<file path="src/sv/pileup_consensus_caller_defines.svh">
// ----------------------------------------------------------------------------
// Assertion macros for the pileup consensus caller.
// The checks compile to nothing when SYNTHESIS is defined.
// ----------------------------------------------------------------------------
`ifndef PILEUP_CONSENSUS_CALLER_DEFINES_SVH
`define PILEUP_CONSENSUS_CALLER_DEFINES_SVH
`ifndef SYNTHESIS
// Same-cycle implication check.
`define PCC_ASSERT_IMPLY(label, clk, rst_n, ante, cons) \
	label: assert property (@(posedge clk) disable iff (!rst_n) (ante) |-> (cons)) \
	else $error("pileup_consensus_caller: same-cycle check failed");
// Next-cycle implication check.
`define PCC_ASSERT_NEXT(label, clk, rst_n, ante, cons) \
	label: assert property (@(posedge clk) disable iff (!rst_n) (ante) |=> (cons)) \
	else $error("pileup_consensus_caller: next-cycle check failed");
`else
`define PCC_ASSERT_IMPLY(label, clk, rst_n, ante, cons)
`define PCC_ASSERT_NEXT(label, clk, rst_n, ante, cons)
`endif
`endif

</file>
<file path="src/sv/pcc_pkg.sv">
// ----------------------------------------------------------------------------
// pcc_pkg
// Shared codes, queue entry and configuration types of the consensus caller.
// ----------------------------------------------------------------------------
`default_nettype none

package pcc_pkg;

	// Input actions.
	typedef enum logic [1:0] {
		ACT_LOAD   = 2'd0,
		ACT_ADD    = 2'd1,
		ACT_FINISH = 2'd2,
		ACT_NONE   = 2'd3
	} pcc_action_t;

	// Configuration register indexes.
	typedef enum logic [1:0] {
		REG_MODE       = 2'd0,
		REG_GAP_PCT    = 2'd1,
		REG_MIN_SCORE  = 2'd2,
		REG_MIN_MARGIN = 2'd3
	} pcc_reg_t;

	// Base and call codes.
	localparam logic [2:0] CODE_A   = 3'd0;
	localparam logic [2:0] CODE_C   = 3'd1;
	localparam logic [2:0] CODE_G   = 3'd2;
	localparam logic [2:0] CODE_T   = 3'd3;
	localparam logic [2:0] CODE_N   = 3'd4;
	localparam logic [2:0] CODE_GAP = 3'd5;

	// Matrix column used by symbols other than A, C, G, T.
	localparam logic [2:0] COL_OTHER = 3'd4;
	localparam int         NCOLS     = 5;

	localparam logic [1:0] MODE_MARGIN = 2'd2;
	localparam logic [6:0] GAP_SCALE   = 7'd100;

	// Queue between front and back.
	localparam int QDEPTH = 4;
	localparam int QPTR_W = 2;
	localparam int QCNT_W = 3;

	typedef enum logic {
		OP_ADD    = 1'b0,
		OP_FINISH = 1'b1
	} pcc_op_t;

	typedef struct packed {
		pcc_op_t     op;
		logic [2:0]  code;
		logic        use_row;
		logic [63:0] row;
	} pcc_qent_t;

	typedef struct packed {
		logic [1:0]         mode;
		logic [6:0]         gap_pct;
		logic signed [31:0] min_score;
		logic signed [31:0] min_margin;
	} pcc_cfg_t;

endpackage

`default_nettype wire

</file>
<file path="src/sv/pcc_back.sv">
// ----------------------------------------------------------------------------
// pcc_back
// Column accumulator: saturating counts and score sums, cleared on finish.
// ----------------------------------------------------------------------------
`default_nettype none

module pcc_back #(
	parameter int COUNT_BITS = 16
) (
	input  wire logic                        clk,
	input  wire logic                        arst_n,
	input  wire pcc_pkg::pcc_qent_t          head,
	input  wire logic                        head_valid,
	output logic                             pop,
	output logic                             fin_valid,
	input  wire logic                        fin_ready,
	output logic [3:0][COUNT_BITS-1:0]       snap_base,
	output logic [COUNT_BITS-1:0]            snap_gap,
	output logic [COUNT_BITS-1:0]            snap_cov,
	output logic [3:0][31:0]                 snap_sum
);
	import pcc_pkg::*;

	logic [3:0][COUNT_BITS-1:0] base_q;
	logic [COUNT_BITS-1:0]      gap_q;
	logic [COUNT_BITS-1:0]      cov_q;
	logic [3:0][31:0]           sum_q;
	logic                       do_add;
	logic                       do_clr;

	function automatic logic [COUNT_BITS-1:0] sat_inc(input logic [COUNT_BITS-1:0] v);
		sat_inc = (&v) ? v : v + COUNT_BITS'(1);
	endfunction

	function automatic logic [31:0] sat_add(input logic [31:0] a, input logic [15:0] b);
		logic [32:0] s;
		s = {a[31], a} + {{17{b[15]}}, b};
		if (s[32] != s[31]) begin
			sat_add = s[32] ? 32'h8000_0000 : 32'h7FFF_FFFF;
		end else begin
			sat_add = s[31:0];
		end
	endfunction

	always_comb begin
		fin_valid = head_valid && (head.op == OP_FINISH);
		do_add    = head_valid && (head.op == OP_ADD);
		do_clr    = fin_valid && fin_ready;
		pop       = do_add || do_clr;
	end

	always_ff @(posedge clk or negedge arst_n) begin
		if (!arst_n) begin
			base_q <= '0;
			gap_q  <= '0;
			cov_q  <= '0;
			sum_q  <= '0;
		end else if (do_clr) begin
			base_q <= '0;
			gap_q  <= '0;
			cov_q  <= '0;
			sum_q  <= '0;
		end else if (do_add) begin
			for (int k = 0; k < 4; k++) begin
				if (head.code == 3'(k)) begin
					base_q[k] <= sat_inc(base_q[k]);
				end
				if (head.use_row) begin
					sum_q[k] <= sat_add(sum_q[k], head.row[16*k +: 16]);
				end
			end
			if (head.code == CODE_GAP) begin
				gap_q <= sat_inc(gap_q);
			end
			cov_q <= sat_inc(cov_q);
		end
	end

	assign snap_base = base_q;
	assign snap_gap  = gap_q;
	assign snap_cov  = cov_q;
	assign snap_sum  = sum_q;

endmodule

`default_nettype wire

</file>
<file path="config.mk">
export PLATFORM = sky130hd
export DESIGN_NAME = pcc_back
export DESIGN_NICKNAME = d
export VERILOG_FILES = /design/src/sv/pileup_consensus_caller_defines.svh /design/src/sv/pcc_pkg.sv /design/src/sv/pcc_back.sv
export SDC_FILE = /design/constraint.sdc
export NUM_CORES = 1
export LEC_CHECK = 0
export BUFFER_PORTS_ARGS = -buffer_cell sky130_fd_sc_hd__buf_2
export CORE_ASPECT_RATIO = 1.1
export CORE_MARGIN = 2
export CORE_UTILIZATION = 50
export CTS_CLUSTER_DIAMETER = 50
export DETAILED_ROUTE_END_ITERATION = 10
export PLACE_DENSITY = 0.73
export SLEW_MARGIN = 10
export SYNTH_ARGS = -nofsm -noshare
export SYNTH_HDL_FRONTEND = slang
export SYNTH_SLANG_ARGS = --single-unit
</file>
<file path="constraint.sdc">
create_clock -name clk -period 8.2 [get_ports clk]
set_clock_uncertainty 0.05 [all_clocks]
set_input_delay 1.23 -clock clk [delete_from_list [all_inputs] [get_ports clk]]
set_output_delay 1.23 -clock clk [all_outputs]
set_load 0.05 [all_outputs]
</file>
==> out/metrics.csv <==
metric,value,unit
Setup crit end kind,register,
status,finished clean,
Max Cap Viol,0,
"most used cell, CP",ha_1,
CTS tree,done,
largest net degree at the start of global routing,104,
gr usage total,0.249,
first-pass GRT wire length,70000,um
"flops & latches, synth",224,
WL per Instance,16.4,um
final total power,7.66,mW
Routed Wire Length,42600,um
Nets,2370,
combined buffer and inverter count along the critical path,1,
placed cell areas,17900,um^2
routability congestion estimate from global placement,0.930,
Clock power frac,0.183,
"Slew Viols, Final",0,
CP max-delay cell,ha_1,
initial drt markers,834,
Slew headroom,0.230,
Final Hold Vio Count,0,
die height,192,um
I/O pin total,299,
Setup-failing EPs final,0,
post-synthesis async set-or-reset flop share,1.00,
Via density,5.71,
arrival time at the worst endpoint,5.86,ns
Final ANT Viol Nets,0,
CP top delay family,compound AO/OA/AOI/OAI gates,
period utilization,0.679,
fillers,2853,
Cell Int Power,3.80,mW
sw frac,0.504,
Num CTS Buffers,34,
clock root buffer,clkbuf_16,
total number of vias,14800,
Syn Area/Cell,8.58,um^2
"area leader, netlist",dfrtp_1,
net switching power figure,3.86,mW
Flop pwr share,0.218,
CP Launch Type,input pin,
"Seq/Total Area, Yosys",0.349,
worst vdd ir,0.260,mV
Setup TNS,0,ns
cell row count,68,
worst-margin pin slew,1.15,ns
biggest cell delay along the critical path,1.01,ns
post-synth top area share,0.349,
Die W,175,um
main flop type after synthesis,dfrtp_1,
DRT Pass-1 Iters,6,
crit-path max FO,32,
Syn Inst Count,1872,
ranking of synthesized cells by area,"dfrtp_1, ha_1, nor2_1",
PortBufs,298,
Hold Path Class,register to register,
Mapped Area,16100,um^2
cell area after layout,19000,um^2
vias in the first global route,14400,
Post-CTS Setup Inserts,0,
Post-Syn Nets,2089,
Static Leak,9.72,nW
DRC violations left,0,
DPL Wire Length,31100,um
# resized after CTS,0,
Crit path required time,8.49,ns
fraction of layout cells with a size suffix above 1,0.183,
synth unique cells,72,
final worst slack,2.63,ns
Post-synth EDFFs,0,
CP Cell Sequence,buf_2 -> ha_1 -> a2111oi_2 -> o31ai_1 -> a31oi_1 -> a21oi_1 -> a211o_1 -> a311oi_2 -> nor2_1 -> a211oi_2 -> xnor2_1 -> ha_1 -> a21o_1 -> o21ai_0,
pre-CTS setup slack,2.13,ns
Starting Density,0.510,
combinational power share,0.599,
CTS Hold Bufs,0,
RSZ-0062 raised after global routing,false,
crit path time final,5.57,ns
crit path kind,input pin to register,
synth warn,0,
Area Growth Syn to Fin,18.3,%
PD cells,403,nW/um^2
initial antenna violation count,1,
die footprint,33600,um^2
"Clk Latency, worst-skew pair",0.51,ns
Core Region,31500,um^2
TritonCTS Sinks,224,
"CTS clk-pin slew, worst paths",0.05,ns
grt ovf,0,
Max Freq,180,MHz
htree depth,2,
clk buf depth,3,
==> cell type report <==
| cell class | instances | area, um^2 | share of cell area |
|---|---|---|---|
| clock buffer | 46 | 967 | 0.0509 |
| tap | 420 | 526 | 0.0277 |
| timing repair buffer | 305 | 1550 | 0.0818 |
| sequential | 224 | 5610 | 0.295 |
| antenna | 1 | 2.50 | 0.000132 |
| clock inverter | 15 | 131 | 0.00691 |
| inverter | 46 | 173 | 0.00909 |
| multi-input combinational | 1542 | 10000 | 0.529 |
==> sequential cells by signal, indices dropped and copies added, names as in the netlist <==
| register | flops |
|---|---|
| snap_cov | 16 |
| snap_gap | 16 |
| snap_sum | 128 |
| snap_base | 64 |
==> cell usage in the layout, fill, tap and decap left out, types with 15 or more instances in the layout <==
cell / instances
a21o_1: 63
a21oi_1: 137
a221o_1: 32
and3_1: 23
buf_2: 297
clkbuf_16: 35
dfrtp_1: 224
ha_1: 140
inv_1: 46
nand2_1: 216
nand3_1: 54
nand4_1: 32
nor2_1: 223
nor2b_1: 21
nor3_1: 21
o21a_1: 19
o21ai_0: 158
o21ai_1: 15
o21ai_2: 20
or3_1: 27
xnor2_1: 96
xor2_1: 80
==> worst min-delay path, cell delays in order, from the launching register on <==
cell,delay [ns]
dfrtp_1,0.36
nand2_1,0.07
o21ai_2,0.05
==> power groups by stage <==
stage	Clock [mW]	Combinational [mW]	Sequential (mW)
final	1.40	4.59	1.67
after global routing	1.48	5.02	1.72
after floorplan	0	2.61	2.63
after global placement	0	4.48	1.68
after CTS	1.44	4.58	1.68
after detailed placement	0	4.56	1.69
==> layer usage <==
| layer | wire length, um | vias to the layer above | GRT usage |
|---|---|---|---|
| li1 | - | 7276 | - |
| met2 | 19900 | 386 | 0.426 |
| met4 | 1500 | 0 | 0.0933 |
| met1 | 18700 | 7095 | 0.315 |
| met5 | 0 | - | 0 |
| met3 | 2550 | 87 | 0.0465 |
==> cell usage after synthesis (4+ instances only) <==
master    count
nand2_1     216
o31ai_1       7
a41oi_1       4
nand3_1      54
and2_1        9
nor3_1       21
a221o_1      32
nand4_1      32
a211oi_1     14
a211o_1       5
xor2_1       80
inv_1        46
a31oi_1       8
and4_1       10
a21oi_1     137
ha_1        140
nor2_1      224
nand2b_1     13
o31a_1        4
a21o_1       63
xnor2_1      96
or3_1        27
clkbuf_1     53
dfrtp_1     224
mux2i_1       4
and3_1       24
o22ai_1       4
o21a_1       19
nor2b_1      21
fa_1          4
o21ai_0     158
o21bai_1     14
o21ai_2      20
a41o_1        5
buf_2         4
o211ai_1     12
o21ai_1      16
==> logic make-up (layout without fill, tap and decap cells) <==
family                     Yosys count  count (layout)  synth area share
and+or+nand+nor                    662             662             0.186
AOI/OAI and AO/OA                  555             555             0.225
DFF                                224             224             0.349
xor gates and xnor gates           176             176            0.0960
adders and majority gates          144             144             0.114
buffers and inverters              106             412            0.0265
muxes                                5               5           0.00319
other                                0               1                 0
==> stage by stage <==
stage	utilization	instances	hold slack (ns)
3_3_place_gp	0.569	2537	0.436
6_report	0.604	2599	0.458
3_5_place_dp	0.569	2537	0.447
5_1_grt	0.604	2599	0.487
4_1_cts	0.603	2598	0.463
2_1_floorplan	-	1872	0.704
==> worst paths after layout <==
check                                to  slack [ns]  cells after the start    startpoint
max                        snap_sum[41]        2.63                     14      head[20]
min                         snap_sum[3]        0.46                      2   snap_sum[3]
max reg2reg                snap_sum[41]        3.04                     13  snap_sum[36]
min reg2reg                 snap_sum[3]        0.46                      2   snap_sum[3]
max in group asynchronous   snap_cov[6]        5.86                      2        arst_n
min in group asynchronous  snap_sum[11]        0.71                      1        arst_n
Power figures use the tool's default switching activity.
