## src/sv/pileup_consensus_caller_defines.svh

```systemverilog
// ----------------------------------------------------------------------------
// Assertion macros for the pileup consensus caller.
// The checks compile to nothing when SYNTHESIS is defined.
// ----------------------------------------------------------------------------
`ifndef PILEUP_CONSENSUS_CALLER_DEFINES_SVH
`define PILEUP_CONSENSUS_CALLER_DEFINES_SVH
`ifndef SYNTHESIS
// Same-cycle implication check.
`define PCC_ASSERT_IMPLY(label, clk, rst_n, ante, cons) \
	label: assert property (@(posedge clk) disable iff (!rst_n) (ante) |-> (cons)) \
	else $error("pileup_consensus_caller: same-cycle check failed");
// Next-cycle implication check.
`define PCC_ASSERT_NEXT(label, clk, rst_n, ante, cons) \
	label: assert property (@(posedge clk) disable iff (!rst_n) (ante) |=> (cons)) \
	else $error("pileup_consensus_caller: next-cycle check failed");
`else
`define PCC_ASSERT_IMPLY(label, clk, rst_n, ante, cons)
`define PCC_ASSERT_NEXT(label, clk, rst_n, ante, cons)
`endif
`endif

```

## src/sv/pcc_pkg.sv

```systemverilog
// ----------------------------------------------------------------------------
// pcc_pkg
// Shared codes, queue entry and configuration types of the consensus caller.
// ----------------------------------------------------------------------------
`default_nettype none

package pcc_pkg;

	// Input actions.
	typedef enum logic [1:0] {
		ACT_LOAD   = 2'd0,
		ACT_ADD    = 2'd1,
		ACT_FINISH = 2'd2,
		ACT_NONE   = 2'd3
	} pcc_action_t;

	// Configuration register indexes.
	typedef enum logic [1:0] {
		REG_MODE       = 2'd0,
		REG_GAP_PCT    = 2'd1,
		REG_MIN_SCORE  = 2'd2,
		REG_MIN_MARGIN = 2'd3
	} pcc_reg_t;

	// Base and call codes.
	localparam logic [2:0] CODE_A   = 3'd0;
	localparam logic [2:0] CODE_C   = 3'd1;
	localparam logic [2:0] CODE_G   = 3'd2;
	localparam logic [2:0] CODE_T   = 3'd3;
	localparam logic [2:0] CODE_N   = 3'd4;
	localparam logic [2:0] CODE_GAP = 3'd5;

	// Matrix column used by symbols other than A, C, G, T.
	localparam logic [2:0] COL_OTHER = 3'd4;
	localparam int         NCOLS     = 5;

	localparam logic [1:0] MODE_MARGIN = 2'd2;
	localparam logic [6:0] GAP_SCALE   = 7'd100;

	// Queue between front and back.
	localparam int QDEPTH = 4;
	localparam int QPTR_W = 2;
	localparam int QCNT_W = 3;

	typedef enum logic {
		OP_ADD    = 1'b0,
		OP_FINISH = 1'b1
	} pcc_op_t;

	typedef struct packed {
		pcc_op_t     op;
		logic [2:0]  code;
		logic        use_row;
		logic [63:0] row;
	} pcc_qent_t;

	typedef struct packed {
		logic [1:0]         mode;
		logic [6:0]         gap_pct;
		logic signed [31:0] min_score;
		logic signed [31:0] min_margin;
	} pcc_cfg_t;

endpackage

`default_nettype wire

```

## src/sv/pcc_fifo.sv

```systemverilog
// ----------------------------------------------------------------------------
// pcc_fifo
// Short work queue between front and back end.
// ----------------------------------------------------------------------------
`default_nettype none

module pcc_fifo (
	input  wire logic                       clk,
	input  wire logic                       arst_n,
	input  wire logic                       push,
	input  wire pcc_pkg::pcc_qent_t         push_ent,
	input  wire logic                       pop,
	output pcc_pkg::pcc_qent_t              head,
	output logic                            head_valid,
	output logic [pcc_pkg::QCNT_W-1:0]      count
);
	import pcc_pkg::*;

	pcc_qent_t         ent_q [QDEPTH];
	logic [QPTR_W-1:0] wr_ptr_q;
	logic [QPTR_W-1:0] rd_ptr_q;
	logic [QCNT_W-1:0] count_q;

	always_ff @(posedge clk) begin
		if (push) begin
			ent_q[wr_ptr_q] <= push_ent;
		end
	end

	always_ff @(posedge clk or negedge arst_n) begin
		if (!arst_n) begin
			wr_ptr_q <= '0;
			rd_ptr_q <= '0;
			count_q  <= '0;
		end else begin
			if (push) begin
				wr_ptr_q <= wr_ptr_q + QPTR_W'(1);
			end
			if (pop) begin
				rd_ptr_q <= rd_ptr_q + QPTR_W'(1);
			end
			if (push && !pop) begin
				count_q <= count_q + QCNT_W'(1);
			end else if (pop && !push) begin
				count_q <= count_q - QCNT_W'(1);
			end
		end
	end

	assign head       = ent_q[rd_ptr_q];
	assign head_valid = count_q != '0;
	assign count      = count_q;

endmodule

`default_nettype wire

```

## config.mk

```make
export PLATFORM = sky130hd
export DESIGN_NAME = pcc_fifo
export DESIGN_NICKNAME = d
export VERILOG_FILES = /design/src/sv/pileup_consensus_caller_defines.svh /design/src/sv/pcc_pkg.sv /design/src/sv/pcc_fifo.sv
export SDC_FILE = /design/constraint.sdc
export NUM_CORES = 1
export LEC_CHECK = 0
export BUFFER_PORTS_ARGS = -buffer_cell sky130_fd_sc_hd__buf_4
export CELL_PAD_IN_SITES_DETAIL_PLACEMENT = 0
export CELL_PAD_IN_SITES_GLOBAL_PLACEMENT = 1
export CORE_MARGIN = 3
export CORE_UTILIZATION = 50
export DETAILED_ROUTE_END_ITERATION = 8
export GPL_ROUTABILITY_DRIVEN = 0
export PLACE_DENSITY_LB_ADDON = 0.08
export SYNTH_ARGS = -nofsm -noshare
export SYNTH_HDL_FRONTEND = slang
export SYNTH_SLANG_ARGS = --single-unit
```

## constraint.sdc

```tcl
create_clock -name clk -period 3.2 [get_ports clk]
set_clock_uncertainty 0.15 [all_clocks]
set_input_delay 0.32 -clock clk [delete_from_list [all_inputs] [get_ports clk]]
set_output_delay 0.32 -clock clk [all_outputs]
set_load 0.01 [all_outputs]
```

==> results of run 1 <==
logic make-up after synthesis:
group	synth area share, %
adder cells (fa/ha/maj)	0.793
XOR/XNOR	0.504
AND/OR/NAND/NOR	0.408
AO/OA/AOI/OAI	0.0480
flip-flops	81.2
buffers and inverters	1.97
multiplexers	15.1
Yosys cell counts:
| cell | number |
|---|---|
| inv_1 | 4 |
| dfrtp_1 | 7 |
| mux4_2 | 68 |
| ha_1 | 5 |
| clkbuf_1 | 1 |
| buf_6 | 1 |
| nor2_1 | 1 |
| buf_12 | 7 |
| xor2_1 | 4 |
| and2_1 | 4 |
| nand2_1 | 2 |
| xnor2_1 | 2 |
| or3_1 | 1 |
| buf_2 | 7 |
| edfxtp_1 | 276 |
| o21ai_0 | 1 |
| mux4_1 | 1 |
| fa_1 | 1 |
| mux2_2 | 1 |
power groups by stage:
stage | logic, uW | registers, uW | clock network [uW]
6_report | 3410 | 5280 | 3390
5_1_grt | 3690 | 5370 | 3620
4_1_cts | 3530 | 5310 | 3480
3_5_place_dp | 3450 | 5390 | 0
3_3_place_gp | 3440 | 5350 | 0
2_1_floorplan | 2270 | 5080 | 0
registers in the layout (all words and copies together) (netlist names):
register and count:
wr_ptr_q 2, count 3, ent_q 276, rd_ptr_q 2
how the worst max path moves through the flow:
stage          cells past startpoint  slack (ns)               startpoint                    end
3_3_place_gp                       3        0.91  rd_ptr_q[0]$_DFFE_PN0P_                head[1]
4_1_cts                            3        0.35  rd_ptr_q[0]$_DFFE_PN0P_                head[1]
3_5_place_dp                       3        0.91  rd_ptr_q[0]$_DFFE_PN0P_                head[1]
5_1_grt                            3        0.28  rd_ptr_q[0]$_DFFE_PN0P_                head[1]
6_report                           2        0.43  rd_ptr_q[1]$_DFFE_PN0P_               head[22]
2_1_floorplan                      3        0.38  wr_ptr_q[0]$_DFFE_PN0P_  ent_q[0][0]$_DFFE_PP_
metrics by stage:
stage / total power (uW) / worst slack, ns / cell area (um^2)
2_1_floorplan: 7350 / 0.378 / 10400
3_3_place_gp: 8780 / 0.911 / 11800
3_5_place_dp: 8830 / 0.914 / 11800
4_1_cts: 12300 / 0.346 / 13500
5_1_grt: 12700 / 0.281 / 13500
6_report: 12100 / 0.425 / 13500
layer usage:
| metal | vias to the layer above | wire length [um] |
|---|---|---|
| met1 | 2483 | 7600 |
| met2 | 138 | 9660 |
| li1 | 2176 | - |
| met4 | 0 | 346 |
| met5 | - | 0 |
| met3 | 30 | 1150 |
cells in the final DEF, fill, tap and decap left out:
cell	count
edfxtp_1	276
buf_4	155
dlygate4sd3_1	73
mux4_2	68
clkbuf_16	29
clkbuf_1	7
bufinv_16	6
ha_1	5
clkinv_1	5
dfrtp_1	5
inv_1	4
and2_4	4
xor2_1	4
clkinv_2	3
buf_12	3
xnor2_1	2
nand2_1	2
dfrtp_4	2
diode_2	1
or3_1	1
mux4_1	1
mux2_2	1
o21ai_0	1
nor2_1	1
fa_1	1
clkinvlp_4	1
final cells by class:
class                   instances  area [um^2]
inverters                       4         15.0
clock buffers                  36          752
clock inverters                15          221
repair buffers                231         1950
fillers                      1331         6850
well taps                     270          338
flip-flops and latches        283         8470
multi-input cells              91         1760
diodes                          1         2.50
repair_timing:
action | CTS | global route
hold endpoints to repair | 287 | 0
hold buffers | 73 | 0
gates resized for setup | 0 | 0
setup endpoints to repair | 0 | 0
==> flow_metrics.tcl, run 1 <==
set metrics [dict create \
    status "finished, final reports clean" \
    clk_pin_slew_ns 0.06 \
    wirelength_mm 18.8 \
    hold_path_depth 1 \
    portBuffers 145 \
    worst_path_max_delay_cell "dfrtp_4" \
    syn2layout_area_growth_pct 29.7 \
    root_buffer "clkbuf_16" \
    switching_share_pct 26.5 \
    die_w_um 150 \
    antenna_found_initial 0 \
    grt_pass1_wl_mm 29.1 \
    vias 4827 \
    worstMarginPinSlew_ns 1.07 \
    combPwrFrac_pct 28.2 \
    numCtsBuffers 28 \
    period_minus_slack_ns 2.77 \
    netlist_top_cells_area "edfxtp_1 80%, mux4_2 15%, dfrtp_1 1.7%" \
    power.density_mw_per_mm2 894 \
    die_area_mm2 0.0226 \
    drive_gt1_share_pct 41.2 \
    ys_ff_latch 283 \
    p_clk_share_pct 28.1 \
    crit_arrival_ns 2.30 \
    synthesis.area_mm2 0.0104 \
    dpl.hpwl_mm 11.2 \
    hold_path_end "count[2]$_DFFE_PN0P_" \
    path_buf_inv 1 \
    rr_startpoint "wr_ptr_q[0]$_DFFE_PN0P_" \
    worstSetupEndpointType "output port" \
    hold_class "flop to flop" \
    clock_latency_ns 0.52 \
    first_pass_iters 4 \
    htree_levels 1 \
    syn_area_per_cell_um2 26.4 \
    synth_cells 394 \
    place_inst 806 \
    crit_family "flip-flops" \
    ant_nets 0 \
    p_seq_share_pct 43.7 \
    grt_max_degree 71 \
    cp.required_ns 2.73 \
    timing.rr.end "ent_q[0][30]$_DFFE_PP_" \
    slew_viol_final 0 \
    fin_hold_ws_ns 0.344 \
    yosysSeqAreaShare_pct 81.2 \
    finalNonFillerCells 931 \
    vdd_ir_drop_max_mv 0.759 \
    drc 0 \
    grt_pass1_vias 5292 \
    crit_path_max_fanout 70 \
    setup_viol 0 \
    crit_type "flop to output port" \
    utilization_pct 66.4 \
    synth_top_area_cell "edfxtp_1" \
    r2r_slack_ns 1.19 \
    yosys_warnings 0 \
    ctsLongestPathBuffers 3 \
    start_util_pct 51.2 \
    max_freq_ghz 0.360 \
    min_period_over_period_pct 86.7 \
    synth_nets 473 \
    met2_usage_pct 28.4 \
    path_cells "mux4_2, buf_4" \
    rsz0062_at_grt "false" \
    coreArea_mm2 0.0204 \
    busiest_layer "met2" \
    post_cts_buffers 0 \
    final_nets 718 \
    slew_headroom_pct 28.8 \
    reg2regPathDepth 4 \
    die_h_um 150 \
    pin_count 146 \
    grtUsageTotal_pct 16.8 \
    p_leak_uw 0.00473 \
    routedWlPerCell_um 20.1 \
    avgViaCountPerCell 5.18 \
    drv_cap 0 \
    min-delay-start "count[2]$_DFFE_PN0P_" \
    synth_top_area_share_pct 79.5 \
    cpPeakStageDelay_ns 1.13 \
    drt-initial-drc-count 273 \
    grt_use_met1_pct 22.7 \
    overflow 0 \
    num_rows 52 \
    hold_violations 0 \
    cts_tree "yes" \
    fin_tns_setup_ns 0 \
    internal_power_uw 8880 \
    yosys.cell_types.count 19 \
    clkSinkCount 283 \
    grtUsageMet3_pct 4.00 \
    p_switching_uw 3210 \
    critPathLaunchType "flop" \
]
No activity file was read; power rests on OpenSTA's default activity.
==> run 2: changes to the inputs <==
--- a/config.mk
+++ b/config.mk
@@ -5,7 +5,7 @@
 export SDC_FILE = /design/constraint.sdc
 export NUM_CORES = 1
 export LEC_CHECK = 0
-export BUFFER_PORTS_ARGS = -buffer_cell sky130_fd_sc_hd__buf_4
+export BUFFER_PORTS_ARGS = -buffer_cell sky130_fd_sc_hd__buf_2
 export CELL_PAD_IN_SITES_DETAIL_PLACEMENT = 0
 export CELL_PAD_IN_SITES_GLOBAL_PLACEMENT = 1
 export CORE_MARGIN = 3
==> flow_metrics.tcl, run 2 (synthesis gave the netlist of run 1 again) <==
set metrics [dict create \
    rr_startpoint "wr_ptr_q[0]$_DFFE_PN0P_" \
    cp.required_ns 2.73 \
    critPathLaunchType "flop" \
    min_period_over_period_pct 89.1 \
    grtUsageTotal_pct 16.8 \
    utilization_pct 65.0 \
    place_inst 801 \
    regMostFlops "ent_q" \
    finalNonFillerCells 926 \
    clock_latency_ns 0.52 \
    first_pass_iters 4 \
    drt-initial-drc-count 259 \
    power.density_mw_per_mm2 907 \
    drc 0 \
    clkSinkCount 283 \
    max_freq_ghz 0.351 \
    root_buffer "clkbuf_16" \
    min-delay-start "count[2]$_DFFE_PN0P_" \
    hold_class "flop to flop" \
    hold_violations 0 \
    nFillCells 1373 \
    portBuffers 145 \
    coreArea_mm2 0.0204 \
    clk_pin_slew_ns 0.06 \
    hold_path_end "count[2]$_DFFE_PN0P_" \
    wirelength_mm 18.6 \
    numCtsBuffers 28 \
    overflow 0 \
    reg2regPathDepth 4 \
    ant_nets 0 \
    antenna_found_initial 0 \
    mostFrequentLayoutCells "276 x edfxtp_1, 145 x buf_2, 73 x dlygate4sd3_1, 68 x mux4_2, 29 x clkbuf_16" \
    vdd_ir_drop_max_mv 0.618 \
    crit_path_max_fanout 28 \
    rsz0062_at_grt "false" \
    design_area_mm2 0.0132 \
    avgViaCountPerCell 5.24 \
    status "finished, final reports clean" \
    grt_pass1_vias 5290 \
    dpl.hpwl_mm 10.7 \
    die_area_mm2 0.0226 \
    final_nets 713 \
    num_rows 52 \
    final_common_cell "edfxtp_1" \
    setup_viol 0 \
    slew_viol_final 0 \
    drv_cap 0 \
    start_util_pct 51.2 \
    multi_input_area_mm2 0.00176 \
    p_leak_uw 0.00462 \
    cts_tree "yes" \
    die_h_um 150 \
    slew_headroom_pct 43.1 \
    crit_arrival_ns 2.38 \
    period_minus_slack_ns 2.85 \
    placed_area_mm2 0.0114 \
    r2r_slack_ns 1.20 \
    pin_count 146 \
    drive_gt1_share_pct 41.5 \
    ctsLongestPathBuffers 3 \
    worstMarginPinSlew_ns 0.853 \
    die_w_um 150 \
    hold_path_depth 1 \
    grt_max_degree 54 \
    routedWlPerCell_um 20.0 \
    syn2layout_area_growth_pct 27.0 \
    vias 4852 \
    layout.area.seq_mm2 0.00847 \
    htree_levels 1 \
    crit_type "flop to output port" \
    largest_reg_flops 276 \
    timing.rr.end "ent_q[2][0]$_DFFE_PP_" \
    fin_tns_setup_ns 0 \
    worstSetupEndpointType "output port" \
    grt_pass1_wl_mm 29.0 \
]
[run 2: changes by cell type in the layout (fill, tap and decap cells not counted)]
cell	delta
bufinv_16	+3
buf_2	+145
clkbuf_1	-2
buf_12	+3
clkinv_1	-3
buf_4	-153
clkinv_2	+1
clkinv_4	+1
[run 2: power breakdown]
group / total (uW) / switching (uW) / internal [uW]
Sequential: 5260 / 410 / 4850
Clock: 3670 / 1290 / 2380
Combinational: 3070 / 1510 / 1560
[run 2: final cells by class]
type	count	area share (%)
antenna	1	0.0189
tap	270	2.55
clock buffer	34	5.62
sequential	283	64.0
timing repair buffer	226	12.0
clock inverter	17	2.37
multi-input combinational	91	13.3
inverter	4	0.113
[run 2: stage by stage]
step / hold WS (ns) / power (uW) / worst slack, ns
2_1_floorplan: -0.126 / 7350 / 0.378
3_3_place_gp: 0.00795 / 8390 / 0.824
3_5_place_dp: 0.00985 / 8450 / 0.832
4_1_cts: 0.332 / 12200 / 0.253
5_1_grt: 0.381 / 12600 / 0.176
6_report: 0.330 / 12000 / 0.348
[run 2: routing by layer]
layer  vias to the layer above  global-route usage (%)  part of all wire [%]
met5                         -                       0                     0
met4                         0                    3.98                   1.4
met3                        20                    3.25                   6.3
met2                       150                    28.7                    51
met1                      2511                    22.7                    41
li1                       2171                       -                     -
[run 2: worst max-delay path by stage]
stage | slack [ns] | cells after the start | start | to
2_1_floorplan | 0.38 | 3 | wr_ptr_q[0]$_DFFE_PN0P_ | ent_q[0][0]$_DFFE_PP_
3_3_place_gp | 0.82 | 3 | rd_ptr_q[0]$_DFFE_PN0P_ | head[45]
3_5_place_dp | 0.83 | 3 | rd_ptr_q[0]$_DFFE_PN0P_ | head[35]
4_1_cts | 0.25 | 3 | rd_ptr_q[0]$_DFFE_PN0P_ | head[45]
5_1_grt | 0.18 | 3 | rd_ptr_q[0]$_DFFE_PN0P_ | head[45]
6_report | 0.35 | 3 | rd_ptr_q[0]$_DFFE_PN0P_ | head[45]
[run 2: worst max-delay path, stage by stage (launching register included)]
cell	delay, ns
dfrtp_4	0.79
buf_12	0.33
mux4_2	0.56
buf_2	0.16
[run 2: timing repair]
| action | in CTS | in global routing |
|---|---|---|
| resized for setup | 0 | 0 |
| buffers inserted | 0 | 0 |
| endpoints found under the hold margin | 287 | 0 |
| hold buffers | 73 | 0 |
