`src/sv/pileup_consensus_caller_defines.svh`:
```
// ----------------------------------------------------------------------------
// Assertion macros for the pileup consensus caller.
// The checks compile to nothing when SYNTHESIS is defined.
// ----------------------------------------------------------------------------
`ifndef PILEUP_CONSENSUS_CALLER_DEFINES_SVH
`define PILEUP_CONSENSUS_CALLER_DEFINES_SVH
`ifndef SYNTHESIS
// Same-cycle implication check.
`define PCC_ASSERT_IMPLY(label, clk, rst_n, ante, cons) \
	label: assert property (@(posedge clk) disable iff (!rst_n) (ante) |-> (cons)) \
	else $error("pileup_consensus_caller: same-cycle check failed");
// Next-cycle implication check.
`define PCC_ASSERT_NEXT(label, clk, rst_n, ante, cons) \
	label: assert property (@(posedge clk) disable iff (!rst_n) (ante) |=> (cons)) \
	else $error("pileup_consensus_caller: next-cycle check failed");
`else
`define PCC_ASSERT_IMPLY(label, clk, rst_n, ante, cons)
`define PCC_ASSERT_NEXT(label, clk, rst_n, ante, cons)
`endif
`endif

```
`src/sv/pcc_pkg.sv`:
```
// ----------------------------------------------------------------------------
// pcc_pkg
// Shared codes, queue entry and configuration types of the consensus caller.
// ----------------------------------------------------------------------------
`default_nettype none

package pcc_pkg;

	// Input actions.
	typedef enum logic [1:0] {
		ACT_LOAD   = 2'd0,
		ACT_ADD    = 2'd1,
		ACT_FINISH = 2'd2,
		ACT_NONE   = 2'd3
	} pcc_action_t;

	// Configuration register indexes.
	typedef enum logic [1:0] {
		REG_MODE       = 2'd0,
		REG_GAP_PCT    = 2'd1,
		REG_MIN_SCORE  = 2'd2,
		REG_MIN_MARGIN = 2'd3
	} pcc_reg_t;

	// Base and call codes.
	localparam logic [2:0] CODE_A   = 3'd0;
	localparam logic [2:0] CODE_C   = 3'd1;
	localparam logic [2:0] CODE_G   = 3'd2;
	localparam logic [2:0] CODE_T   = 3'd3;
	localparam logic [2:0] CODE_N   = 3'd4;
	localparam logic [2:0] CODE_GAP = 3'd5;

	// Matrix column used by symbols other than A, C, G, T.
	localparam logic [2:0] COL_OTHER = 3'd4;
	localparam int         NCOLS     = 5;

	localparam logic [1:0] MODE_MARGIN = 2'd2;
	localparam logic [6:0] GAP_SCALE   = 7'd100;

	// Queue between front and back.
	localparam int QDEPTH = 4;
	localparam int QPTR_W = 2;
	localparam int QCNT_W = 3;

	typedef enum logic {
		OP_ADD    = 1'b0,
		OP_FINISH = 1'b1
	} pcc_op_t;

	typedef struct packed {
		pcc_op_t     op;
		logic [2:0]  code;
		logic        use_row;
		logic [63:0] row;
	} pcc_qent_t;

	typedef struct packed {
		logic [1:0]         mode;
		logic [6:0]         gap_pct;
		logic signed [31:0] min_score;
		logic signed [31:0] min_margin;
	} pcc_cfg_t;

endpackage

`default_nettype wire

```
`src/sv/pcc_out_if.sv`:
```
// ----------------------------------------------------------------------------
// pcc_out_if
// Output channel: one consensus call per handshake.
// ----------------------------------------------------------------------------
`default_nettype none

interface pcc_out_if;
	logic        valid;
	logic        ready;
	logic [2:0]  consensus_code;
	logic [15:0] agree_count;
	logic [15:0] coverage;

	modport source (
		output valid, consensus_code, agree_count, coverage,
		input  ready
	);
	modport sink (
		input  valid, consensus_code, agree_count, coverage,
		output ready
	);
endinterface

`default_nettype wire

```
`src/sv/pcc_decide.sv`:
```
// ----------------------------------------------------------------------------
// pcc_decide
// Call pipeline: column snapshot, gap test and pairwise ranking, final ranking,
// acceptance rule and output register.
// ----------------------------------------------------------------------------
`default_nettype none

module pcc_decide #(
	parameter int COUNT_BITS = 16
) (
	input  wire logic                         clk,
	input  wire logic                         arst_n,
	input  wire pcc_pkg::pcc_cfg_t            cfg,
	input  wire logic                         fin_valid,
	output logic                              fin_ready,
	input  wire logic [3:0][COUNT_BITS-1:0]   snap_base,
	input  wire logic [COUNT_BITS-1:0]        snap_gap,
	input  wire logic [COUNT_BITS-1:0]        snap_cov,
	input  wire logic [3:0][31:0]             snap_sum,
	pcc_out_if.source                         calls
);
	import pcc_pkg::*;

	localparam int PW = COUNT_BITS + 7;

	function automatic logic [15:0] clamp16(input logic [COUNT_BITS-1:0] v);
		clamp16 = (32'(v) > 32'h0000_FFFF) ? 16'hFFFF : 16'(v);
	endfunction

	// Stage enables: a stage loads when empty or when it drains.
	logic en_s1, en_s2, en_s3, en_out;
	logic v_s1, v_s2, v_s3, out_v_q;

	// Stage 1: column snapshot.
	logic [3:0][COUNT_BITS-1:0] cnt_s1;
	logic [COUNT_BITS-1:0]      gap_s1;
	logic [COUNT_BITS-1:0]      cov_s1;
	logic signed [31:0]         sum_s1 [4];

	// Stage 2: gap test and pair winners.
	logic [3:0][COUNT_BITS-1:0] cnt_s2;
	logic [COUNT_BITS-1:0]      gap_s2;
	logic [COUNT_BITS-1:0]      cov_s2;
	logic                       zero_s2;
	logic                       gap_hit_s2;
	logic signed [31:0]         hi_a_s2, lo_a_s2, hi_b_s2, lo_b_s2;
	logic [1:0]                 idx_a_s2, idx_b_s2;

	// Stage 3: ranked scores and preliminary call.
	logic [2:0]                 call_s3;
	logic                       is_base_s3;
	logic signed [31:0]         top_s3, second_s3;
	logic [15:0]                agree_s3, cov_s3;

	// Output register.
	logic [2:0]                 code_q;
	logic [15:0]                agree_q, cov_q;

	// Stage 1 combinational.
	logic [PW-1:0]              gap_lhs, gap_rhs;
	logic                       take_1, take_3;
	// Stage 2 combinational.
	logic                       take_b;
	logic signed [31:0]         top_c, second_c;
	logic [1:0]                 best_c;
	logic [COUNT_BITS-1:0]      agree_c;
	logic [2:0]                 call_c;
	// Stage 3 combinational.
	logic signed [32:0]         lead;
	logic                       ok;

	always_comb begin
		en_out    = !out_v_q || calls.ready;
		en_s3     = !v_s3 || en_out;
		en_s2     = !v_s2 || en_s3;
		en_s1     = !v_s1 || en_s2;
		fin_ready = en_s1;
	end

	always_ff @(posedge clk or negedge arst_n) begin
		if (!arst_n) begin
			v_s1    <= 1'b0;
			v_s2    <= 1'b0;
			v_s3    <= 1'b0;
			out_v_q <= 1'b0;
		end else begin
			if (en_s1) begin
				v_s1 <= fin_valid;
			end
			if (en_s2) begin
				v_s2 <= v_s1;
			end
			if (en_s3) begin
				v_s3 <= v_s2;
			end
			if (en_out) begin
				out_v_q <= v_s3;
			end
		end
	end

	always_ff @(posedge clk) begin
		if (en_s1 && fin_valid) begin
			cnt_s1 <= snap_base;
			gap_s1 <= snap_gap;
			cov_s1 <= snap_cov;
			for (int k = 0; k < 4; k++) begin
				sum_s1[k] <= $signed(snap_sum[k]);
			end
		end
	end

	always_comb begin
		gap_lhs = PW'(gap_s1) * PW'(GAP_SCALE);
		gap_rhs = PW'(cfg.gap_pct) * PW'(cov_s1);
		take_1  = sum_s1[1] >= sum_s1[0];
		take_3  = sum_s1[3] >= sum_s1[2];
	end

	always_ff @(posedge clk) begin
		if (en_s2 && v_s1) begin
			cnt_s2     <= cnt_s1;
			gap_s2     <= gap_s1;
			cov_s2     <= cov_s1;
			zero_s2    <= cov_s1 == '0;
			gap_hit_s2 <= gap_lhs >= gap_rhs;
			hi_a_s2    <= take_1 ? sum_s1[1] : sum_s1[0];
			lo_a_s2    <= take_1 ? sum_s1[0] : sum_s1[1];
			idx_a_s2   <= take_1 ? 2'(CODE_C) : 2'(CODE_A);
			hi_b_s2    <= take_3 ? sum_s1[3] : sum_s1[2];
			lo_b_s2    <= take_3 ? sum_s1[2] : sum_s1[3];
			idx_b_s2   <= take_3 ? 2'(CODE_T) : 2'(CODE_G);
		end
	end

	// Later base wins a tie, so the upper pair takes equal maxima.
	always_comb begin
		take_b = hi_b_s2 >= hi_a_s2;
		if (take_b) begin
			top_c    = hi_b_s2;
			second_c = (lo_b_s2 >= hi_a_s2) ? lo_b_s2 : hi_a_s2;
			best_c   = idx_b_s2;
		end else begin
			top_c    = hi_a_s2;
			second_c = (lo_a_s2 >= hi_b_s2) ? lo_a_s2 : hi_b_s2;
			best_c   = idx_a_s2;
		end
		if (zero_s2) begin
			agree_c = '0;
			call_c  = CODE_N;
		end else if (gap_hit_s2) begin
			agree_c = gap_s2;
			call_c  = CODE_GAP;
		end else begin
			agree_c = cnt_s2[best_c];
			call_c  = {1'b0, best_c};
		end
	end

	always_ff @(posedge clk) begin
		if (en_s3 && v_s2) begin
			call_s3    <= call_c;
			is_base_s3 <= !zero_s2 && !gap_hit_s2;
			top_s3     <= top_c;
			second_s3  <= second_c;
			agree_s3   <= clamp16(agree_c);
			cov_s3     <= clamp16(cov_s2);
		end
	end

	always_comb begin
		lead = $signed({top_s3[31], top_s3}) - $signed({cfg.min_margin[31], cfg.min_margin});
		if (cfg.mode == MODE_MARGIN) begin
			ok = !top_s3[31] || (lead > $signed({second_s3[31], second_s3}));
		end else begin
			ok = top_s3 >= cfg.min_score;
		end
	end

	always_ff @(posedge clk) begin
		if (en_out && v_s3) begin
			code_q  <= (is_base_s3 && !ok) ? CODE_N : call_s3;
			agree_q <= agree_s3;
			cov_q   <= cov_s3;
		end
	end

	assign calls.valid          = out_v_q;
	assign calls.consensus_code = code_q;
	assign calls.agree_count    = agree_q;
	assign calls.coverage       = cov_q;

endmodule

`default_nettype wire

```
`src/flat_wrapper.sv`:
```
// flat-port wrapper written by rule: the top's interface ports become plain ports
module pcc_decide_flat import pcc_pkg::*;
#(
	parameter int COUNT_BITS = 16
)
  (clk, arst_n, cfg, fin_valid, fin_ready, snap_base, snap_gap, snap_cov, snap_sum, calls_valid, calls_consensus_code, calls_agree_count, calls_coverage, calls_ready);
  pcc_out_if calls_i ();
  input  wire logic clk;
  input  wire logic arst_n;
  input  wire pcc_pkg::pcc_cfg_t cfg;
  input  wire logic fin_valid;
  output logic fin_ready;
  input  wire logic [3:0][COUNT_BITS-1:0] snap_base;
  input  wire logic [COUNT_BITS-1:0] snap_gap;
  input  wire logic [COUNT_BITS-1:0] snap_cov;
  input  wire logic [3:0][31:0] snap_sum;
  output wire logic [$bits(calls_i.valid)-1:0] calls_valid;
  output wire logic [$bits(calls_i.consensus_code)-1:0] calls_consensus_code;
  output wire logic [$bits(calls_i.agree_count)-1:0] calls_agree_count;
  output wire logic [$bits(calls_i.coverage)-1:0] calls_coverage;
  input wire logic [$bits(calls_i.ready)-1:0] calls_ready;
  assign calls_valid = calls_i.valid;
  assign calls_consensus_code = calls_i.consensus_code;
  assign calls_agree_count = calls_i.agree_count;
  assign calls_coverage = calls_i.coverage;
  assign calls_i.ready = calls_ready;
  pcc_decide #(.COUNT_BITS(COUNT_BITS)) u_core (.clk(clk), .arst_n(arst_n), .cfg(cfg), .fin_valid(fin_valid), .fin_ready(fin_ready), .snap_base(snap_base), .snap_gap(snap_gap), .snap_cov(snap_cov), .snap_sum(snap_sum), .calls(calls_i));
endmodule
```
`config.mk`:
```
export PLATFORM = sky130hd
export DESIGN_NAME = pcc_decide_flat
export DESIGN_NICKNAME = d
export VERILOG_FILES = /design/src/sv/pileup_consensus_caller_defines.svh /design/src/sv/pcc_pkg.sv /design/src/sv/pcc_out_if.sv /design/src/sv/pcc_decide.sv /design/src/flat_wrapper.sv
export SDC_FILE = /design/constraint.sdc
export NUM_CORES = 1
export LEC_CHECK = 0
export BUFFER_PORTS_ARGS = -buffer_cell sky130_fd_sc_hd__buf_4
export CAP_MARGIN = 20
export CORE_UTILIZATION = 50
export CTS_BUF_LIST = sky130_fd_sc_hd__clkbuf_16
export DETAILED_ROUTE_END_ITERATION = 8
export HOLD_SLACK_MARGIN = 0.08
export PLACE_DENSITY = 0.69
export SLEW_MARGIN = 10
export SYNTH_ARGS = -nofsm -noshare
export SYNTH_HDL_FRONTEND = slang
export SYNTH_SLANG_ARGS = --single-unit
```
`constraint.sdc`:
```
create_clock -name clk -period 12.8 [get_ports clk]
set_input_delay 1.28 -clock clk [delete_from_list [all_inputs] [get_ports clk]]
set_output_delay 1.28 -clock clk [all_outputs]
set_load 0.05 [all_outputs]
```
==> results of run 1 <==
-- power groups by stage --
stage               sequential [W]  clock, W  combinational, W
detailed placement         0.00273         0           0.00286
finish                     0.00269   0.00182           0.00288
CTS                        0.00269   0.00186           0.00288
global route               0.00272   0.00193           0.00321
floorplan                  0.00273         0           0.00206
global placement           0.00272         0           0.00278
-- per-stage QoR --
| step | util [%] | cell area [um2] | std cells | total power [W] |
|---|---|---|---|---|
| 3_5_place_dp | 55.6 | 39200 | 4096 | 0.00559 |
| 5_1_grt | 58.6 | 41200 | 4206 | 0.00786 |
| 3_3_place_gp | 55.6 | 39200 | 4095 | 0.00550 |
| 6_report | 58.6 | 41200 | 4206 | 0.00739 |
| 2_1_floorplan | - | 35800 | 2898 | 0.00479 |
| 4_1_cts | 58.5 | 41200 | 4205 | 0.00743 |
-- synth_stat cells (8+ instances only) --
cell	n
edfxtp_1	587
ha_1	372
inv_1	348
nand2_1	123
a21oi_1	109
a21o_1	95
and2_1	88
fa_1	81
nand4_1	81
o21ai_0	78
clkbuf_1	72
mux2_2	69
nand3_1	68
mux2i_1	67
mux2_4	50
nor2_1	49
and3_1	44
xnor2_1	41
a211oi_1	40
or3_1	39
nand2b_1	36
nand3b_1	36
o2111ai_1	33
nor2b_1	30
mux2_1	29
o211ai_1	26
o21a_1	21
xor2_1	20
nor3_1	17
o221ai_1	17
nor4_1	16
buf_2	13
o21bai_1	8
-- layer usage --
layer	global-route usage [%]	vias to the layer above
met5	0	-
met4	7.98	10
met3	3.81	149
met2	41.6	697
met1	31.7	11600
li1	-	11300
-- state kept, by name, summed over array words and instances, names as in the netlist, 16 cells and up --
| name | flops |
|---|---|
| u_core.sum_s1 | 128 |
| u_core.cnt_s1 | 64 |
| u_core.cnt_s2 | 64 |
| u_core.hi_a_s2 | 32 |
| u_core.hi_b_s2 | 32 |
| u_core.lo_a_s2 | 32 |
| u_core.lo_b_s2 | 32 |
| u_core.second_s3 | 32 |
| u_core.top_s3 | 32 |
| u_core.agree_s3 | 16 |
| u_core.calls.agree_count | 16 |
| u_core.calls.coverage | 16 |
| u_core.cov_s1 | 16 |
| u_core.cov_s2 | 16 |
| u_core.cov_s3 | 16 |
| u_core.gap_s1 | 16 |
| u_core.gap_s2 | 16 |
-- layout make-up --
type / count / area, um2
multi-input cells: 1862 / 16300
inverters: 349 / 1310
clock buffers: 59 / 1480
fillers: 5739 / 29200
flip-flops and latches: 591 / 17700
clock inverters: 50 / 573
well taps: 940 / 1180
repair buffers: 355 / 2670
-- critical path, stage by stage --
cell and delay, ps:
buf_4 170, and2_1 190, fa_1 530, inv_1 50
fa_1 470, inv_1 50, fa_1 530, inv_1 60
fa_1 530, inv_1 40, ha_1 230, a2111oi_0 370
o21ai_0 180, a31oi_1 250, a21oi_1 170, a21oi_1 240
xor2_1 220, ha_1 290, a21oi_1 150, nor2b_1 60
o21ai_0 150, nand2b_1 90, a21oi_1 160, nor2b_1 60
o21ai_0 150, nand3_1 80
-- layout by cell type (no fill, tap or decap), types with 39 or more instances in the layout --
master     count
mux2i_1       66
clkbuf_16     59
and2_1        84
buf_4        353
xnor2_1       41
nand2_1      122
nand4_1       81
o21ai_0       78
a211oi_1      40
and3_1        44
inv_1        353
edfxtp_1     587
fa_1          81
a21oi_1      109
nor2_1        49
nand3_1       68
a21o_1        95
mux2_4        51
mux2_2        68
or3_1         39
ha_1         371
-- how the worst max path moves through the flow --
| stage | startpoint | endpoint | slack, ps | depth (start not counted) |
|---|---|---|---|---|
| 6_report | cfg[67] | u_core.gap_hit_s2 | 6420 | 26 |
| 5_1_grt | cfg[67] | u_core.gap_hit_s2 | 6000 | 26 |
| 4_1_cts | cfg[67] | u_core.gap_hit_s2 | 6470 | 26 |
| 3_5_place_dp | cfg[67] | u_core.gap_hit_s2 | 5790 | 26 |
| 3_3_place_gp | cfg[67] | u_core.gap_hit_s2 | 5890 | 26 |
| 2_1_floorplan | calls_ready | u_core.cnt_s1[0] | 5240 | 3 |
-- cell families (layout without fill, tap and decap cells) --
group	count (synthesis)	count (layout)	share of synthesized area [%]
AO/OA/AOI/OAI	484	484	9.23
XOR/XNOR	61	61	1.49
adder cells (fa/ha/maj)	453	453	17.5
buffers and inverters	445	813	5.03
flip-flops	591	591	49.6
multiplexers	215	215	7.06
AND/OR/NAND/NOR	649	649	10.1
==> impl_summary.md, run 1 <==
Critical path
Data on the critical path is required at its endpoint by 13,180 ps. STA classifies the critical path endpoint as a flop. The startpoint type of the worst setup path is a primary input. Setup slack on the worst reg-to-reg path comes out at 6670 ps. Data on the critical path arrives at its endpoint at 6760 ps. The setup path with the least slack is of type primary input to flop.

The worst register-to-register path ends at u_core.gap_hit_s2. The launching point of the worst reg2reg path is u_core.cov_s1[4]. The largest driver fanout on the critical path is 16.

The length in cells of the worst reg-to-reg path is 25.

Route
Wires add up to 88,700 um. The detailed router put a total of 37,600 um of wire on met1. The highest metal layer carrying signal wires in the routed design is met5. The post-detailed-route via-to-cell ratio is 5.65. The detailed route wirelength on metal3 is 5050 um. The DRC marker count from the first detailed-route iteration is 1,515. The first detailed-routing pass took 5 iterations. The number of antenna-violating nets in the routed design is 0.

For this run, design rule violations remaining after detail routing come to 0. Dividing the detail-routed wire length by the instance count gives 21.1 um. The routed length on met2 is 43,200 um. The number of vias after detailed routing is 23,800.

STA
The count of endpoints failing setup in the final report is 0. The total negative slack for setup checks is 0 ps. In the post-route analysis, the smallest setup slack over all paths is 6420 ps.

The part of the cycle the worst path needs is 49.8%. In this run the tightest slew margin relative to its limit is 25.0%. The routed design could run at a clock period as short as 6380 ps. The number of failing hold endpoints at the final stage is 0. The hold slack is 414 ps.

The maximum clock rate is 157 MHz. Setup repair after global routing left no endpoint under its margin. The number of max-slew violations in the final report is 0. The slew at the pin closest to its max-slew limit is 1120 ps. For the final database, setup skew stands at 26.1 ps.

CTS
The clock input transition at the sequential cells of the worst setup and hold paths is 70 ps. Clock tree synthesis inserted a total of 59 buffers. TritonCTS built the clock tree. The number of gates resized after CTS was 0. The clock reaches the later pin of the worst-skew pair after 650 ps. In this run the deepest clock path goes through 3 buffers.

The number of setup buffers added after CTS is 0. The root buffer cell chosen for the clock tree is clkbuf_16. The depth of the CTS H-tree is 2. The total clock sinks is 591.

The number of hold buffers added after CTS was 0.

Logic synthesis
Counting flops with an async set or reset pin after synthesis yields a share of 0.677%. Synthesis produced a netlist whose cell count is 2,898. Yosys attributes the largest share of cell area to edfxtp_1 49%, ha_1 13%, fa_1 4.5%, inv_1 3.7%, mux2_2 2.2%.

The area share of the largest cell type after synthesis is 49.3%. The net count of the mapped netlist is 3,652. The synthesized area per cell is 12.3 um2.

Counting flops and latches in the post-synthesis netlist gives 591. After synthesis, the netlist uses 76 different library cells. The area of the mapped netlist is 35,800 um2. The library cell occupying the most area in the post-synthesis netlist is edfxtp_1.

The dominant register cell in the synthesized netlist is edfxtp_1. Counting flops with a built-in enable in the synthesized netlist gives 587. For this run, the register share of the synthesized area comes to 49.6%. During synthesis, Yosys emitted a total of 0 warnings.

Pwr
The share of total power in combinational logic is 39.0%. The net switching share of the total power is 35.3%. The worst-case vdd ir drop is 125 uV.

In this run the static leakage power is 18.0 nW. Internal power comes to 0.00478 W. The share of power burned in registers is 36.4%. In this run the power density over the cells is 179 nW/um2.

For this design the total switching power over the nets is 0.00261 W. In this run, the clock network consumes 24.6% of the power.

Floorplan
The floorplan die area is 72,600 um2. For this configuration, the core starts out at a cell density of 50.8%. The vertical die dimension is 269 um. In this run the core area contains 97 standard-cell rows. The I/O pin total is 338. The placeable core area is 70,400 um2. From left edge to right edge, the die measures 269 um.

Placed design
At the end of routability-driven placement, the weighted congestion stood at 0.932. The placement-stage worst setup slack is 5790 ps. Input and output buffers added on the ports amount to 337.

The HPWL after detailed placement is 66,800 um.

Global route
The maximum number of pins on one net before global-route repair is 135. The overall global routing resource usage is 24.4%. The number of global-route vias before repair is 24,600.

After global routing the overflow that remains totals 0. The first global-routing pass estimated 138,000 um of wire. The initial antenna violation count is 6.

Min path
The worst hold path passes through 0 cells. The beginning of the worst hold path is u_core.agree_s3[0]. The worst hold path belongs to the class flop to flop.

The worst hold path terminates at u_core.calls.agree_count[0].

Job
Across the run, the number of max-cap violations was 0.

Finish
The number of nets in the final layout is 3,972. The area growth from synthesis to layout is 15.3%. The proportion of layout cells with a drive suffix above 1 is 18.2%. 0 antenna diodes ended up in the layout.

Run status
The flow ran to the end, and the final reports show no timing, DRC or antenna violations.
No activity file was read; power rests on OpenSTA's default activity.
==> inputs of run 2 (changes only) <==
--- a/config.mk
+++ b/config.mk
@@ -11,7 +11,7 @@
 export CTS_BUF_LIST = sky130_fd_sc_hd__clkbuf_16
 export DETAILED_ROUTE_END_ITERATION = 8
 export HOLD_SLACK_MARGIN = 0.08
-export PLACE_DENSITY = 0.69
+export PLACE_DENSITY = 0.72
 export SLEW_MARGIN = 10
 export SYNTH_ARGS = -nofsm -noshare
 export SYNTH_HDL_FRONTEND = slang
==> constraint.sdc (replaced) <==
create_clock -name clk -period 5.3 [get_ports clk]
set_input_delay 0.53 -clock clk [delete_from_list [all_inputs] [get_ports clk]]
set_output_delay 0.53 -clock clk [all_outputs]
set_load 0.05 [all_outputs]
==> run 2 against run 1 <==
The flow now finishes with violations (setup timing); setup slack lost 6700 ps; wire length grew 7.6%; die area is the same; design area grew 7.8%; critical path type is now flop to flop; largest power group unchanged.
==> impl_summary.md, run 2 (synthesis gave the netlist of run 1 again) <==
Pwr
The net switching share of the total power is 35.2%. Dividing total power by cell area gives a power density of 419 nW/um2. The share of total power in combinational logic is 41.8%. IR analysis of the VDD net gives a maximum drop of 314 uV. The net switching power figure is 0.00656 W. The share of power burned in registers is 34.9%. Cell internal power was estimated by the tool at 0.0121 W.

In this run the static leakage power is 19.5 nW. The clock power share is 23.3%.

Critical path
The launching element of the worst setup path is u_core.cov_s1[7]. The arrival time at the worst endpoint is 5990 ps. In this run the critical register-to-register path is launched from u_core.cov_s1[7]. For this design, the slowest cell found on the critical path is fa_1. The longest individual stage delay on the worst path is 570 ps.

The most numerous cell type found on the critical path is fa_1. The largest driver fanout on the critical path is 8. At the worst endpoint, the required time is 5660 ps. The worst setup path is captured at a flop. The signal on the critical path passes through and2_1, fa_1, fa_1, fa_1, fa_1, ha_2, or3_4, o211ai_1, nand3b_1, a21oi_2, o21bai_1, xnor2_1, ha_1, a21o_1, a21oi_2, nor2b_1, o21ai_1, nand2b_1, a21oi_2, nor2b_1, o21ai_1, nand3_1.

STA classifies the critical path startpoint as a flop. The critical path start-end classification is flop to flop.

Floorplan
The starting density of the core is 50.8%. The die is 269 um tall. The die is 269 um wide. The placeable core area is 70,400 um2. The floorplan die area is 72,600 um2. The initialized floorplan defines 97 standard-cell rows. For this design the top-level I/O count stands at 338.

Finish
The final cell count without fillers is 4,531. In the layout the commonest cells are 587 x edfxtp_1, 453 x buf_4, 359 x ha_1. The top register by number of flip-flops is u_core.sum_s1. After routing the design area is 44,500 um2.

The register with the most flip-flops in the layout has 128 of them. In the final layout, the share of cells above drive strength 1 is 20.6%. The largest registers in the layout are u_core.sum_s1 x128, u_core.cnt_s1 x64, u_core.cnt_s2 x64. Leaving out fill and tap cells, the most frequent cell in the layout is edfxtp_1.

The area growth from synthesis to layout is 24.3%. The number of nets in the final layout is 4,291.

Placed design
During placement, the flow inserted port buffers numbering 337. The final RePlAce weighted congestion is 0.956. The HPWL after detailed placement is 68,900 um. After detailed placement, the design holds a cell count of 4,192. The placed instances occupy a cell area of 40,000 um2.

STA
Between clock sinks in the finished design, the worst skew comes to 29.0 ps. The max-slew headroom at the worst pin is 24.1%. The number of max-slew violations in the final report is 0. The total negative slack for setup checks is -328 ps. The final critical path time including I/O delays and setup is 5630 ps. Derived from the worst setup path, the maximum achievable clock frequency is 178 MHz. The number of failing hold endpoints at the final stage is 0. After layout, the worst setup slack is -328 ps. The count of endpoints failing setup in the final report is 1. For the pin with the worst max-slew slack, the measured transition is 1140 ps. The part of the cycle the worst path needs is 106%. Setup repair after global routing could not meet its margin everywhere.

Global route
The first global-routing pass estimated 147,000 um of wire. Global routing used 26.0% of the available tracks across all layers. The maximum number of pins on one net before global-route repair is 146.

The initial antenna violation count is 4. The sum of overflow across all layers after global routing is 0. The number of global-route vias before repair is 26,200.

Route
The routed length per placed instance is 21.1 um. The detailed router finished its first iteration with 1,860 violations. The total length of routed wires is 95,500 um. The count of nets left with antenna violations once routing finished came out at 0. The number of vias after detailed routing is 25,500.

The first-pass iteration count of the detailed router is 5. The post-detailed-route via-to-cell ratio is 5.63. The remaining routing DRC violations is 0.

CTS
The clock input transition at the sequential cells of the worst setup and hold paths is 60 ps. TritonCTS built the clock tree. In this run the clock root is driven by a clkbuf_16. The depth of the CTS H-tree is 2. The maximum clock path buffer count is 3. Counting every sink on the clock net gives 591. The number of clock buffers added by TritonCTS is 60. For the worst-skew pair, the clock arrives at the later sink with an insertion delay of 650 ps.

Min path
The path class of the tightest hold or removal check is primary input to flop. The startpoint identified for the worst hold timing path is snap_gap[10].

Run status
The checks that failed: setup timing. The flow ran to the end, but the final reports show violations.

Job
The count of maximum capacitance violations is 0.
[run 2: cell types whose count changed in the layout (fill, tap and decap cells not counted), sizes merged]
cell / before / now
bufinv: 10 / 7
dlygate4sd3: 0 / 214
clkinvlp: 8 / 6
inv: 359 / 362
clkbuf: 59 / 60
buf: 355 / 459
clkinv: 22 / 27
diode: 0 / 3
[run 2: final timing paths]
| kind | slack, ps | cells past startpoint | end |
|---|---|---|---|
| setup / recovery | -330 | 22 | u_core.gap_hit_s2 |
| hold / removal | 110 | 1 | u_core.gap_s1[10] |
| setup reg to reg | -330 | 22 | u_core.gap_hit_s2 |
| hold reg to reg | 400 | 0 | u_core.cov_s3[3] |
| max in group asynchronous | 4940 | 2 | u_core.calls.valid |
| min in group asynchronous | 260 | 2 | u_core.v_s2 |
[run 2: per-layer routing]
layer / vias up / track usage [%] / wire (um)
met5: - / 0 / 8
met1: 12500 / 34.0 / 39800
met2: 822 / 45.0 / 47200
li1: 12000 / - / -
met3: 182 / 2.91 / 5140
met4: 2 / 9.08 / 3300
[run 2: worst max-delay path, delay by kind of cell, from the launching register on]
kind            cells  cell delay [ps]
flops               1              520
xor+xnor            1              130
fa+ha+maj           6             2480
compound gates      8             1200
simple gates        7             1030
[run 2: per-stage QoR]
stage | setup slack, ps | hold slack, ps | utilization, % | power, W
floorplan | -14.7 | 234 | - | 0.0116
global placement | -464 | 326 | 56.9 | 0.0137
detailed placement | -497 | 330 | 56.9 | 0.0139
CTS | -264 | 91.0 | 62.9 | 0.0185
global route | -620 | 88.2 | 63.1 | 0.0198
finish | -328 | 114 | 63.1 | 0.0186
[run 2: timing repair]
action	in CTS	in global routing
endpoints found under the hold margin	217	0
hold buffers	214	0
setup endpoints to repair	1	4
resized for setup	11	18
pin swaps	14	11
buffers inserted	6	1
[run 2: area by class of cell]
cell class | count | area, um2
diodes | 3 | 7.51
clock buffers | 60 | 1500
clock inverters | 53 | 547
fillers | 5310 | 25900
inverters | 349 | 1310
multi-input cells | 1862 | 16500
flip-flops and latches | 591 | 17700
well taps | 940 | 1180
repair buffers | 673 | 5670
[run 2: power groups by stage]
stage                     clock network [W]  registers, W  logic (W)
final                               0.00434       0.00650    0.00778
after global placement                    0       0.00656    0.00710
after CTS                           0.00439       0.00649    0.00765
after floorplan                           0       0.00656    0.00508
after detailed placement                  0       0.00658    0.00732
after global routing                0.00458       0.00656    0.00864
